==> src/sv/id_number_check_digit_validator_defines.svh <==
// Assertion helpers used by the queue RTL. Every check samples on the rising clock
// edge and is switched off while reset is high.
`ifndef ID_NUMBER_CHECK_DIGIT_VALIDATOR_DEFINES_SVH
`define ID_NUMBER_CHECK_DIGIT_VALIDATOR_DEFINES_SVH

// The consequent must hold in the same cycle as the antecedent.
`define IDV_ASSERT_IMPLY(lbl, ante, cons, msg) \
   lbl: assert property (@(posedge clock) disable iff (reset) (ante) |-> (cons)) \
      else $error(msg);

// The consequent must hold in the cycle after the antecedent.
`define IDV_ASSERT_NEXT(lbl, ante, cons, msg) \
   lbl: assert property (@(posedge clock) disable iff (reset) (ante) |=> (cons)) \
      else $error(msg);

`endif

==> src/sv/idv_pkg.sv <==
package idv_pkg;

   localparam int ID_LEN              = 18;
   localparam int DIGITS_LEN          = 17;
   localparam int POS_SAT             = 19;
   localparam int QUEUE_DEPTH_DEFAULT = 2;

   localparam int YEAR_W  = 14;
   localparam int MONTH_W = 4;
   localparam int DAY_W   = 5;
   localparam int FIELD_W = 7;
   localparam int POS_W   = 5;
   localparam int CSR_W   = 14;

   localparam logic [MONTH_W-1:0] RESET_MONTH = 4'd1;
   localparam logic [DAY_W-1:0]   RESET_DAY   = 5'd1;
   localparam logic [YEAR_W-1:0]  RESET_YEAR  = 14'd2024;

   typedef enum logic [1:0] {
      CSR_TODAY_YEAR,
      CSR_TODAY_MONTH,
      CSR_TODAY_DAY
   } csr_index_type;

   typedef struct packed {
      logic [YEAR_W-1:0]  year;
      logic [MONTH_W-1:0] month;
      logic [DAY_W-1:0]   day;
   } today_type;

   // Everything the back end needs to judge one complete string.
   typedef struct packed {
      logic               len_ok;
      logic               bad_char;
      logic               check_ok;
      logic               region_zero;
      logic               serial_zero;
      logic [YEAR_W-1:0]  year;
      logic [FIELD_W-1:0] month;
      logic [FIELD_W-1:0] day;
      logic               year_low_zero;
      logic [1:0]         century_mod4;
   } summary_type;

   function automatic logic [3:0] digit_weight(input logic [POS_W-1:0] pos);
      logic [3:0] w;
      case (pos)
         5'd0:    w = 4'd7;
         5'd1:    w = 4'd9;
         5'd2:    w = 4'd10;
         5'd3:    w = 4'd5;
         5'd4:    w = 4'd8;
         5'd5:    w = 4'd4;
         5'd6:    w = 4'd2;
         5'd7:    w = 4'd1;
         5'd8:    w = 4'd6;
         5'd9:    w = 4'd3;
         5'd10:   w = 4'd7;
         5'd11:   w = 4'd9;
         5'd12:   w = 4'd10;
         5'd13:   w = 4'd5;
         5'd14:   w = 4'd8;
         5'd15:   w = 4'd4;
         5'd16:   w = 4'd2;
         default: w = 4'd0;
      endcase
      return w;
   endfunction

   function automatic logic [7:0] check_char(input logic [3:0] residue);
      logic [7:0] c;
      case (residue)
         4'd0:    c = 8'h31;
         4'd1:    c = 8'h30;
         4'd2:    c = 8'h58;
         4'd3:    c = 8'h39;
         4'd4:    c = 8'h38;
         4'd5:    c = 8'h37;
         4'd6:    c = 8'h36;
         4'd7:    c = 8'h35;
         4'd8:    c = 8'h34;
         4'd9:    c = 8'h33;
         4'd10:   c = 8'h32;
         default: c = 8'h00;
      endcase
      return c;
   endfunction

   // Reduces a value below 128 modulo 11 by four conditional subtractions.
   function automatic logic [3:0] mod11(input logic [6:0] value);
      logic [6:0] v;
      v = value;
      if (v >= 7'd88) v = v - 7'd88;
      if (v >= 7'd44) v = v - 7'd44;
      if (v >= 7'd22) v = v - 7'd22;
      if (v >= 7'd11) v = v - 7'd11;
      return v[3:0];
   endfunction

   function automatic logic [DAY_W-1:0] days_in_month(input logic [FIELD_W-1:0] month,
                                                      input logic leap);
      logic [DAY_W-1:0] n;
      case (month) inside
         7'd4, 7'd6, 7'd9, 7'd11: n = 5'd30;
         7'd2:                    n = leap ? 5'd29 : 5'd28;
         [7'd1:7'd12]:            n = 5'd31;
         default:                 n = 5'd0;
      endcase
      return n;
   endfunction

endpackage

==> src/sv/idv_front.sv <==
module idv_front (
   input  logic                 clock,
   input  logic                 reset,
   input  logic                 req_valid,
   output logic                 req_ready,
   input  logic [7:0]           req_char_code,
   input  logic                 req_is_final,
   output logic                 push_valid,
   input  logic                 push_ready,
   output idv_pkg::summary_type push_data
);
   import idv_pkg::*;

   logic [POS_W-1:0]   pos_ff, pos_in;
   logic [3:0]         residue_ff, residue_in;
   logic               bad_ff, bad_in;
   logic               region_zero_ff, region_zero_in;
   logic               serial_zero_ff, serial_zero_in;
   logic [YEAR_W-1:0]  year_ff, year_in;
   logic [FIELD_W-1:0] month_ff, month_in;
   logic [FIELD_W-1:0] day_ff, day_in;
   logic               check_ff, check_in;
   logic               low_zero_ff, low_zero_in;
   logic [1:0]         century_ff, century_in;

   logic               accept;
   logic               is_digit;
   logic [3:0]         digit;
   logic [6:0]         product;
   logic [7:0]         folded_char;

   assign req_ready = push_ready;
   assign accept    = req_valid & req_ready;

   assign is_digit    = (req_char_code >= 8'h30) && (req_char_code <= 8'h39);
   assign digit       = is_digit ? 4'(req_char_code - 8'h30) : 4'd0;
   assign product     = 7'(digit) * 7'(digit_weight(pos_ff));
   assign folded_char = (req_char_code == 8'h78) ? 8'h58 : req_char_code;

   always_comb begin
      pos_in         = pos_ff;
      residue_in     = residue_ff;
      bad_in         = bad_ff;
      region_zero_in = region_zero_ff;
      serial_zero_in = serial_zero_ff;
      year_in        = year_ff;
      month_in       = month_ff;
      day_in         = day_ff;
      check_in       = check_ff;
      low_zero_in    = low_zero_ff;
      century_in     = century_ff;
      if (pos_ff < POS_W'(DIGITS_LEN)) begin
         residue_in = mod11(7'(residue_ff) + product);
         if (!is_digit) begin
            bad_in = 1'b1;
         end
         if (pos_ff < 5'd6 && req_char_code != 8'h30) begin
            region_zero_in = 1'b0;
         end
         if (pos_ff >= 5'd14 && req_char_code != 8'h30) begin
            serial_zero_in = 1'b0;
         end
         if (pos_ff >= 5'd6 && pos_ff < 5'd10) begin
            year_in = (year_ff << 3) + (year_ff << 1) + YEAR_W'(digit);
         end else if (pos_ff >= 5'd10 && pos_ff < 5'd12) begin
            month_in = (month_ff << 3) + (month_ff << 1) + FIELD_W'(digit);
         end else if (pos_ff >= 5'd12 && pos_ff < 5'd14) begin
            day_in = (day_ff << 3) + (day_ff << 1) + FIELD_W'(digit);
         end
         // Leap-year facts are gathered from the decimal digits of the year, so the
         // back end never has to divide the year by 100 or 400.
         if (pos_ff == 5'd6) begin
            century_in = {digit[0], 1'b0};
         end else if (pos_ff == 5'd7) begin
            century_in = century_ff + digit[1:0];
         end else if (pos_ff == 5'd8) begin
            low_zero_in = (digit == 4'd0);
         end else if (pos_ff == 5'd9) begin
            low_zero_in = low_zero_ff & (digit == 4'd0);
         end
      end else if (pos_ff == POS_W'(DIGITS_LEN)) begin
         check_in = (folded_char == check_char(residue_ff));
      end
      if (pos_ff < POS_W'(POS_SAT)) begin
         pos_in = pos_ff + 1'b1;
      end
   end

   assign push_valid              = accept & req_is_final;
   assign push_data.len_ok        = (pos_in == POS_W'(ID_LEN));
   assign push_data.bad_char      = bad_in;
   assign push_data.check_ok      = check_in;
   assign push_data.region_zero   = region_zero_in;
   assign push_data.serial_zero   = serial_zero_in;
   assign push_data.year          = year_in;
   assign push_data.month         = month_in;
   assign push_data.day           = day_in;
   assign push_data.year_low_zero = low_zero_in;
   assign push_data.century_mod4  = century_in;

   always_ff @(posedge clock) begin
      if (reset || (accept && req_is_final)) begin
         pos_ff         <= '0;
         residue_ff     <= '0;
         bad_ff         <= 1'b0;
         region_zero_ff <= 1'b1;
         serial_zero_ff <= 1'b1;
         year_ff        <= '0;
         month_ff       <= '0;
         day_ff         <= '0;
         check_ff       <= 1'b0;
         low_zero_ff    <= 1'b0;
         century_ff     <= '0;
      end else if (accept) begin
         pos_ff         <= pos_in;
         residue_ff     <= residue_in;
         bad_ff         <= bad_in;
         region_zero_ff <= region_zero_in;
         serial_zero_ff <= serial_zero_in;
         year_ff        <= year_in;
         month_ff       <= month_in;
         day_ff         <= day_in;
         check_ff       <= check_in;
         low_zero_ff    <= low_zero_in;
         century_ff     <= century_in;
      end
   end

endmodule

==> src/sv/idv_queue.sv <==
`include "id_number_check_digit_validator_defines.svh"

module idv_queue #(
   parameter int DEPTH = idv_pkg::QUEUE_DEPTH_DEFAULT
) (
   input  logic                 clock,
   input  logic                 reset,
   input  logic                 push_valid,
   output logic                 push_ready,
   input  idv_pkg::summary_type push_data,
   output logic                 pop_valid,
   input  logic                 pop_ready,
   output idv_pkg::summary_type pop_data
);
   import idv_pkg::*;

   localparam int PTR_W = (DEPTH > 1) ? $clog2(DEPTH) : 1;
   localparam int CNT_W = $clog2(DEPTH + 1);

   summary_type        entry_ff [DEPTH];
   logic [PTR_W-1:0]   wr_ptr_ff, wr_ptr_in;
   logic [PTR_W-1:0]   rd_ptr_ff, rd_ptr_in;
   logic [CNT_W-1:0]   count_ff, count_in;
   logic               push;
   logic               pop;

   assign push_ready = (count_ff != CNT_W'(DEPTH));
   assign pop_valid  = (count_ff != '0);
   assign pop_data   = entry_ff[rd_ptr_ff];
   assign push       = push_valid & push_ready;
   assign pop        = pop_valid & pop_ready;

   always_comb begin
      wr_ptr_in = wr_ptr_ff;
      rd_ptr_in = rd_ptr_ff;
      count_in  = count_ff;
      if (push) begin
         wr_ptr_in = (wr_ptr_ff == PTR_W'(DEPTH - 1)) ? '0 : wr_ptr_ff + 1'b1;
      end
      if (pop) begin
         rd_ptr_in = (rd_ptr_ff == PTR_W'(DEPTH - 1)) ? '0 : rd_ptr_ff + 1'b1;
      end
      if (push && !pop) begin
         count_in = count_ff + 1'b1;
      end else if (pop && !push) begin
         count_in = count_ff - 1'b1;
      end
   end

   always_ff @(posedge clock) begin
      if (reset) begin
         wr_ptr_ff <= '0;
         rd_ptr_ff <= '0;
         count_ff  <= '0;
      end else begin
         wr_ptr_ff <= wr_ptr_in;
         rd_ptr_ff <= rd_ptr_in;
         count_ff  <= count_in;
      end
   end

   always_ff @(posedge clock) begin
      if (push) begin
         entry_ff[wr_ptr_ff] <= push_data;
      end
   end

   `IDV_ASSERT_NEXT(a_count_up, push && !pop, count_ff == $past(count_ff) + 1'b1, "missed push")
   `IDV_ASSERT_NEXT(a_count_down, pop && !push, count_ff == $past(count_ff) - 1'b1, "missed pop")
   `IDV_ASSERT_IMPLY(a_ptr_gap, count_ff == '0, wr_ptr_ff == rd_ptr_ff, "pointers apart")

endmodule

==> src/sv/idv_back.sv <==
module idv_back (
   input  logic                 clock,
   input  logic                 reset,
   input  idv_pkg::today_type   today,
   input  logic                 pop_valid,
   output logic                 pop_ready,
   input  idv_pkg::summary_type pop_data,
   output logic                 rsp_valid,
   input  logic                 rsp_ready,
   output logic                 rsp_id_valid
);
   import idv_pkg::*;

   logic               rsp_valid_ff, rsp_valid_in;
   logic               rsp_id_valid_ff, rsp_id_valid_in;
   logic               load;
   logic               leap;
   logic [DAY_W-1:0]   month_days;
   logic               date_real;
   logic               not_future;
   logic [FIELD_W-1:0] today_month_ext;
   logic [FIELD_W-1:0] today_day_ext;

   assign pop_ready = ~rsp_valid_ff | rsp_ready;
   assign load      = pop_valid & pop_ready;

   // A year ending in 00 is a leap year only when its century is a multiple of four.
   assign leap = pop_data.year_low_zero ? (pop_data.century_mod4 == 2'd0)
                                        : (pop_data.year[1:0] == 2'd0);

   assign month_days      = days_in_month(pop_data.month, leap);
   assign today_month_ext = FIELD_W'(today.month);
   assign today_day_ext   = FIELD_W'(today.day);

   assign date_real = (pop_data.year != '0) && (month_days != '0) &&
                      (pop_data.day != '0) && (pop_data.day <= FIELD_W'(month_days));

   always_comb begin
      if (pop_data.year != today.year) begin
         not_future = (pop_data.year < today.year);
      end else if (pop_data.month != today_month_ext) begin
         not_future = (pop_data.month < today_month_ext);
      end else begin
         not_future = (pop_data.day <= today_day_ext);
      end
   end

   always_comb begin
      rsp_valid_in    = rsp_valid_ff;
      rsp_id_valid_in = rsp_id_valid_ff;
      if (load) begin
         rsp_valid_in    = 1'b1;
         rsp_id_valid_in = pop_data.len_ok & ~pop_data.bad_char & pop_data.check_ok &
                           ~pop_data.region_zero & ~pop_data.serial_zero &
                           date_real & not_future;
      end else if (rsp_ready) begin
         rsp_valid_in = 1'b0;
      end
   end

   always_ff @(posedge clock) begin
      if (reset) begin
         rsp_valid_ff <= 1'b0;
      end else begin
         rsp_valid_ff <= rsp_valid_in;
      end
   end

   always_ff @(posedge clock) begin
      rsp_id_valid_ff <= rsp_id_valid_in;
   end

   assign rsp_valid    = rsp_valid_ff;
   assign rsp_id_valid = rsp_id_valid_ff;

endmodule

==> src/sv/id_number_check_digit_validator.sv <==
// Checks an 18-character national ID number (ISO 7064 MOD 11-2 check character,
// region and serial not all zero, birth date YYYYMMDD real and not after today).
// Send one ASCII byte per request with req_is_final high on the last byte; one
// response with rsp_id_valid comes for each final byte, and any other length reads
// as invalid. The front end takes one byte every cycle. A final byte lands in a
// queue of QUEUE_DEPTH finished strings; the back end judges the head string
// and registers its response. The front end stalls only when the queue is full.
// The user must set the today date through the csr port only while no string is
// in flight, which the block does not check. Reset sets year 2024, month 1, day 1.
module id_number_check_digit_validator #(
   parameter int QUEUE_DEPTH = idv_pkg::QUEUE_DEPTH_DEFAULT
) (
   input  logic                       clock,
   input  logic                       reset,
   input  logic                       req_valid,
   output logic                       req_ready,
   input  logic [7:0]                 req_char_code,
   input  logic                       req_is_final,
   output logic                       rsp_valid,
   input  logic                       rsp_ready,
   output logic                       rsp_id_valid,
   input  logic                       csr_we,
   input  logic [1:0]                 csr_index,
   input  logic [idv_pkg::CSR_W-1:0]  csr_wdata
);
   import idv_pkg::*;

   today_type   today_ff;
   summary_type push_data;
   summary_type pop_data;
   logic        push_valid;
   logic        push_ready;
   logic        pop_valid;
   logic        pop_ready;

   always_ff @(posedge clock) begin
      if (reset) begin
         today_ff.year  <= RESET_YEAR;
         today_ff.month <= RESET_MONTH;
         today_ff.day   <= RESET_DAY;
      end else if (csr_we) begin
         case (csr_index)
            CSR_TODAY_YEAR:  today_ff.year  <= csr_wdata[YEAR_W-1:0];
            CSR_TODAY_MONTH: today_ff.month <= csr_wdata[MONTH_W-1:0];
            CSR_TODAY_DAY:   today_ff.day   <= csr_wdata[DAY_W-1:0];
            default: begin
            end
         endcase
      end
   end

   idv_front u_front (
      .clock         (clock),
      .reset         (reset),
      .req_valid     (req_valid),
      .req_ready     (req_ready),
      .req_char_code (req_char_code),
      .req_is_final  (req_is_final),
      .push_valid    (push_valid),
      .push_ready    (push_ready),
      .push_data     (push_data)
   );

   idv_queue #(
      .DEPTH (QUEUE_DEPTH)
   ) u_queue (
      .clock      (clock),
      .reset      (reset),
      .push_valid (push_valid),
      .push_ready (push_ready),
      .push_data  (push_data),
      .pop_valid  (pop_valid),
      .pop_ready  (pop_ready),
      .pop_data   (pop_data)
   );

   idv_back u_back (
      .clock        (clock),
      .reset        (reset),
      .today        (today_ff),
      .pop_valid    (pop_valid),
      .pop_ready    (pop_ready),
      .pop_data     (pop_data),
      .rsp_valid    (rsp_valid),
      .rsp_ready    (rsp_ready),
      .rsp_id_valid (rsp_id_valid)
   );

endmodule
==> config.mk <==
export PLATFORM = sky130hd
export DESIGN_NAME = id_number_check_digit_validator
export DESIGN_NICKNAME = d
export VERILOG_FILES = /design/src/sv/idv_pkg.sv /design/src/sv/idv_front.sv /design/src/sv/idv_queue.sv /design/src/sv/idv_back.sv /design/src/sv/id_number_check_digit_validator.sv
export VERILOG_INCLUDE_DIRS = /design/src /design/src/sv
export SDC_FILE = /design/constraint.sdc
export NUM_CORES = 1
export LEC_CHECK = 0
export ABC_CLOCK_PERIOD_IN_PS = 8250
export BUFFER_PORTS_ARGS = -buffer_cell sky130_fd_sc_hd__buf_4
export CORE_MARGIN = 2
export CORE_UTILIZATION = 55
export CTS_CLUSTER_DIAMETER = 200
export CTS_CLUSTER_SIZE = 25
export DETAILED_ROUTE_END_ITERATION = 8
export GPL_TIMING_DRIVEN = 0
export PLACE_DENSITY = 0.77
export SLEW_MARGIN = 10
export SYNTH_ARGS = -nofsm -noshare
export SYNTH_HDL_FRONTEND = slang
export SYNTH_SLANG_ARGS = --single-unit
export TNS_END_PERCENT = 10
==> constraint.sdc <==
create_clock -name clock -period 8.25 [get_ports clock]
set_input_delay 0 -clock clock [delete_from_list [all_inputs] [get_ports clock]]
set_output_delay 0 -clock clock [all_outputs]
set_load 0.1 [all_outputs]
# [After elaboration in Yosys (flattened, before gate mapping)]
# Memory sizes are Yosys's and may differ from the RTL's. A register that Yosys moved wholly into a read port is not among the register bits.
# Index checks and enable logic that the tools add are counted.
[word_totals] ramBits=72 latch_bits=0 elab_cells=187 in_bits=30 regBits=73 out_inout_bits=3 rom_bits=240 mem_count=3
[classes] n_lt_le_gt_ge=22 addsub=18 n_reduce_logical=31 muxes=58 div=0 n_bitwise=16 mul=1 eq_ne=19 n_shift=0
[mem_list] name="(name not given)" depth=32 width=4 rd=1 rd_clocked_by_memory_dff=1 wr=0 line="idv_pkg.sv:47" rtl="case (pos)"
[mem_list] name="(name not given)" depth=16 width=7 rd=1 rd_clocked_by_memory_dff=1 wr=0 line="idv_pkg.sv:72" rtl="case (residue)"
[mem_list] name="u_queue.entry_ff" depth=2 width=36 rd=1 rd_clocked_by_memory_dff=1 wr=1 line="idv_queue.sv:20" rtl="summary_type entry_ff [DEPTH];"
[op_table] op="7-bit two-way mux" count=13
[op_table] op="5-bit two-way mux" count=6
[op_table] op="14-bit two-way mux" count=2
[op_table] op="1-bit two-way mux" count=25
[op_table] op="8-bit two-way mux" count=3
[op_table] op="4-bit two-way mux" count=4
[op_table] op="5-bit by 4-bit >= comparator with 1-bit output, second input constant" count=3
[op_table] op="5-bit by 4-bit less-than comparator with 1-bit output, second input constant" count=3
[op_table] op="14-bit adder" count=1
[op_table] op="14-bit by 4-bit adder with 14-bit output" count=1
[op_table] op="7-bit by 4-bit adder with 7-bit output" count=2
[op_table] op="7-bit adder" count=2
[op_table] op="7-bit by 3-bit == test with 1-bit output, second input constant" count=2
[op_table] op="7-bit by 4-bit == test with 1-bit output, second input constant" count=2
[op_table] op="7-bit by 5-bit <= comparator with 1-bit output" count=2
[op_table] op="14-bit less-than comparator" count=1
[op_table] op="14-bit inequality test" count=1
[op_table] op="14-bit nonzero test" count=1
[op_table] op="1-bit logical AND" count=13
[op_table] op="1-bit AND" count=11
[op_table] op="5-bit by 3-bit == test with 1-bit output, second input constant" count=2
[op_table] op="5-bit by 4-bit == test with 1-bit output, second input constant" count=2
[op_table] op="5-bit == test, second input constant" count=2
[op_table] op="5-bit less-than comparator, second input constant" count=2
[op_table] op="43 further kinds" count=59

# [Longest topological paths before layout]
[logic_depth] word_depth=18 depth_mapped=42 ltp_nobuf=40

# [Hierarchy]
# A second synthesis with hierarchy kept.
[unflattened] cells_unflattened=1018 area_unflattened_um2=10069.7
[modules_own_cells] mod="idv_front" cells_per_inst=660 instances=1 seq_area_each_um2=1101.1 area_per_inst_um2=5343.9
[modules_own_cells] mod="idv_queue" cells_per_inst=136 instances=1 seq_area_each_um2=2262.2 area_per_inst_um2=2817.7
[modules_own_cells] mod="idv_back" cells_per_inst=129 instances=1 seq_area_each_um2=50.0 area_per_inst_um2=954.7
[modules_own_cells] mod="id_number_check_digit_validator" cells_per_inst=93 instances=1 seq_area_each_um2=460.4 area_per_inst_um2=953.4

# [Worst setup path after synthesis]
# OpenSTA, ideal clock, no wires.
[synth_path] path_type="input to register" from="input port req_char_code[6]" to="register with a tool-made name" arrival_ns=8.561 slack_ns=-0.445 setup_time_ns=0.134 required_ns=8.116 cell_stages=39 n_path_buf=2 cell_sequence="and4bb_2 > and3_1 > clkbuf_1 > nand2_1 > fa_1 > fa_1 > fa_1 > inv_1 > ha_1 > xnor2_1 > clkbuf_1 > inv_1 > ha_1 > inv_1 > o21a_1 > a22oi_2 > xnor2_1 > ha_1 > [... 3 more ...] > a2bb2oi_1 > mux2i_1 > a32oi_1 > ha_1 > a21oi_1 > a211oi_1 > a41oi_4 > xnor2_2 > ha_1 > a211oi_1 > o21ai_2 > xnor2_1 > o21ai_0 > nor2b_1 > inv_1 > ha_1 > mux2i_1 > o22ai_1"
[synth_lines] item="from (decl)" line="id_number_check_digit_validator.sv:17" rtl="input logic [7:0] req_char_code,"

==> flow_summary.yaml <==
worst_setup_path:
  path_delay_family: "adder cells"
  r2r_slack_ns: 0.41
  cpMostUsedCell: "inv_1"
  slowest_delay_ns: 0.54
  setup.worst_path.end_class: "register"
  cp_max_fo: 7
  critPathSlowestCell: "fa_1"
  start_kind: "primary input"
  reg2reg_depth: 36
  crit_required_ns: 8.55
  worstSetupPathType: "in2reg"
  cp_num_buf_inv: 7
  crit_arrival_ns: 8.14
cts:
  clock-sinks: 157
  cts_tree: "built"
  clock_path_buffers: 2
  clk_latency_ns: 0.43
  root_buffer: "clkbuf_16"
  h-tree-depth: 4
  cts-buffers-inserted: 17
  path_clk_slew_ns: 0.06
final_layout:
  final_area_um2: 11400
  drive_above_1_share: 0.154
  finalNonFillerCells: 1341
  antennaDiodeCount: 0
  fin_util: 0.654
  final_cell_mix: "nand2_1 (103), ha_1 (94), nor2_1 (91)"
  layout.nets: 1244
  area_delta_synth_final_pct: 15.9
  final_common_cell: "nand2_1"
drt:
  ant_nets: 0
  wl_met3_um: 1110
  maxUsedRoutingLayer: "met4"
  drt-total-wl_um: 22000
  wl_met2_um: 11000
  drt_pre_antenna_iters: 5
  wirelength_met1_um: 9300
  drc_errors: 0
  viasPerCell: 5.81
  first_iter_violations: 419
  post_drt_wl_per_cell_um: 16.4
  vias: 7795
sta:
  worst_pin_slew_ns: 1.01
  maxSlewHeadroom: 0.327
  timing.final.crit_share: 0.951
  fin_skew_ns: 0.00753
  slew_viol_final: 0
  fmaxAchievable_mhz: 127
  final_hold_viol_count: 0
  setup_viol: 0
  min_period_ns: 7.84
floorplan:
  coreArea_um2: 17400
  initial_utilization: 0.564
  num_rows: 48
  chipHeight_um: 137
  ioPinCount: 33
  dieArea_um2: 18900
  dieWidth_um: 137
yosys:
  synth_area_um2: 9790
  ys.flop_type: "dfxtp_1"
  async_flop_share: 0
  synth_cell_type_count: 77
  syn_inst: 1019
  ys_warn_count: 0
  synth-seq-area-share: 0.396
  synth_edf_count: 73
  syn-mean-instance-area_um2: 9.61
  synth_nets: 1160
  ys_seq_elements: 157
placed_design:
  place.gp.congestion: 0.865
  port_buffers: 31
  dpl_cell_area_um2: 10300
  placedCellCount: 1276
  dp_hpwl_um: 16400
grt:
  antenna_found_initial: 0
  grt_overflow: 0
  grt_usage: 0.241
  grt_pass1_wl_um: 35600
  grt_max_degree: 37
  grt_pass1_vias: 7527
status:
  status: "finished, final reports clean"
min_path:
  hold_class: "in2reg"
  min_path_cells: 4
  min_delay_worst_endpoint: "u_queue.wr_ptr_ff"
  hp-start: "req_is_final"
run:
  max_cap_viol_count: 0
power:
  p_per_area_nw_per_um2: 209
  peakVddDrop_mv: 0.228
  p_leak_nw: 4.70
-- repair_timing --
item                                    CTS  global route
pin swaps                                 5            12
hold buffers                             16             0
setup buffers                             7            12
hold endpoints to repair                 24             0
resized for setup                        19            22
endpoints found under the setup margin   11             7
-- flip-flops by register name, indices dropped and copies added (netlist names), 2 cells and up, named ones only --
register	cells
u_queue.entry_ff	72
today_ff	23
u_front.year_ff	14
u_front.day_ff	7
u_front.month_ff	7
u_front.pos_ff	5
u_front.residue_ff	4
u_front.century_ff	2
u_queue.count_ff	2
-- metrics by stage --
stage	setup TNS, ns	setup WS (ns)	hold slack [ns]	total power [mW]
global route	-0.0386	-0.0386	0.0836	2.49
CTS	0	0.0305	0.0388	2.34
detailed placement	-12.74	-1.61	0.207	1.61
floorplan	0	0.0224	0.118	1.44
global placement	-12.71	-1.60	0.202	1.58
finish	0	0.406	0.0542	2.37
-- worst reg2reg max path: cells and delay by family (launching register included) --
kind / cells / cell delay [ns]
and+or+nand+nor: 6 / 1.08
AOI/OAI and AO/OA: 12 / 2.03
buffers and inverters: 6 / 0.69
adders and majority gates: 8 / 2.75
DFF: 1 / 0.35
xor gates and xnor gates: 2 / 0.31
muxes: 2 / 0.50
-- layout make-up --
class,instances,area (um^2)
fillers,1299,6000
multi-input cells,751,5680
flip-flops and latches,157,3880
repair buffers,67,556
clock buffers,21,440
well taps,225,282
inverters,72,274
plain buffers,37,153
clock inverters,11,92.6
-- worst max path at each step --
stage / from / end / slack [ns] / cells after the start
2_1_floorplan: req_char_code[6] / register / 0.02 / 39
3_3_place_gp: req_char_code[6] / register / -1.60 / 40
3_5_place_dp: req_char_code[6] / register / -1.61 / 41
4_1_cts: register / register / 0.03 / 38
5_1_grt: register / register / -0.04 / 37
6_report: req_char_code[6] / register / 0.41 / 39
-- cell usage after synthesis, types with 10 or more instances --
cell type  number  area [um^2]
nand2_1       104          390
ha_1           99         1240
nor2_1         93          349
dfxtp_1        84         1680
a21oi_1        74          370
edfxtp_1       73         2190
inv_1          70          263
clkbuf_1       36          135
mux2_2         35          394
xnor2_1        31          272
o21ai_0        30          150
mux2i_1        20          200
nor3_1         17         85.1
a211oi_1       16          120
o21a_1         16          120
a211o_1        15          131
and2_1         13         81.3
and3_1         13         81.3
nand3_1        13         65.1
fa_1           12          240
nor4_1         12         75.1
xor2_1         11         96.3
a31oi_1        10         62.6
-- power by group --
part | switching [mW] | internal [mW]
Sequential | 0.0406 | 0.897
Clock | 0.303 | 0.412
Combinational | 0.424 | 0.292
Total | 0.768 | 1.60
-- cell families (layout without fill, tap and decap cells) --
logic type | after synthesis | in the layout | synth area share
adder cells (fa/ha/maj) | 112 | 112 | 0.152
buffers and inverters | 111 | 208 | 0.0427
AO/OA/AOI/OAI | 222 | 222 | 0.152
AND/OR/NAND/NOR | 317 | 317 | 0.154
multiplexers | 56 | 56 | 0.0622
flip-flops | 157 | 157 | 0.396
XOR/XNOR | 44 | 44 | 0.0415
-- layer usage --
metal,global-route usage,vias up
met3,0.0456,50
met5,0,-
met1,0.290,3700
met4,0.101,0
li1,-,3814
met2,0.423,231
Power figures use the tool's default switching activity.
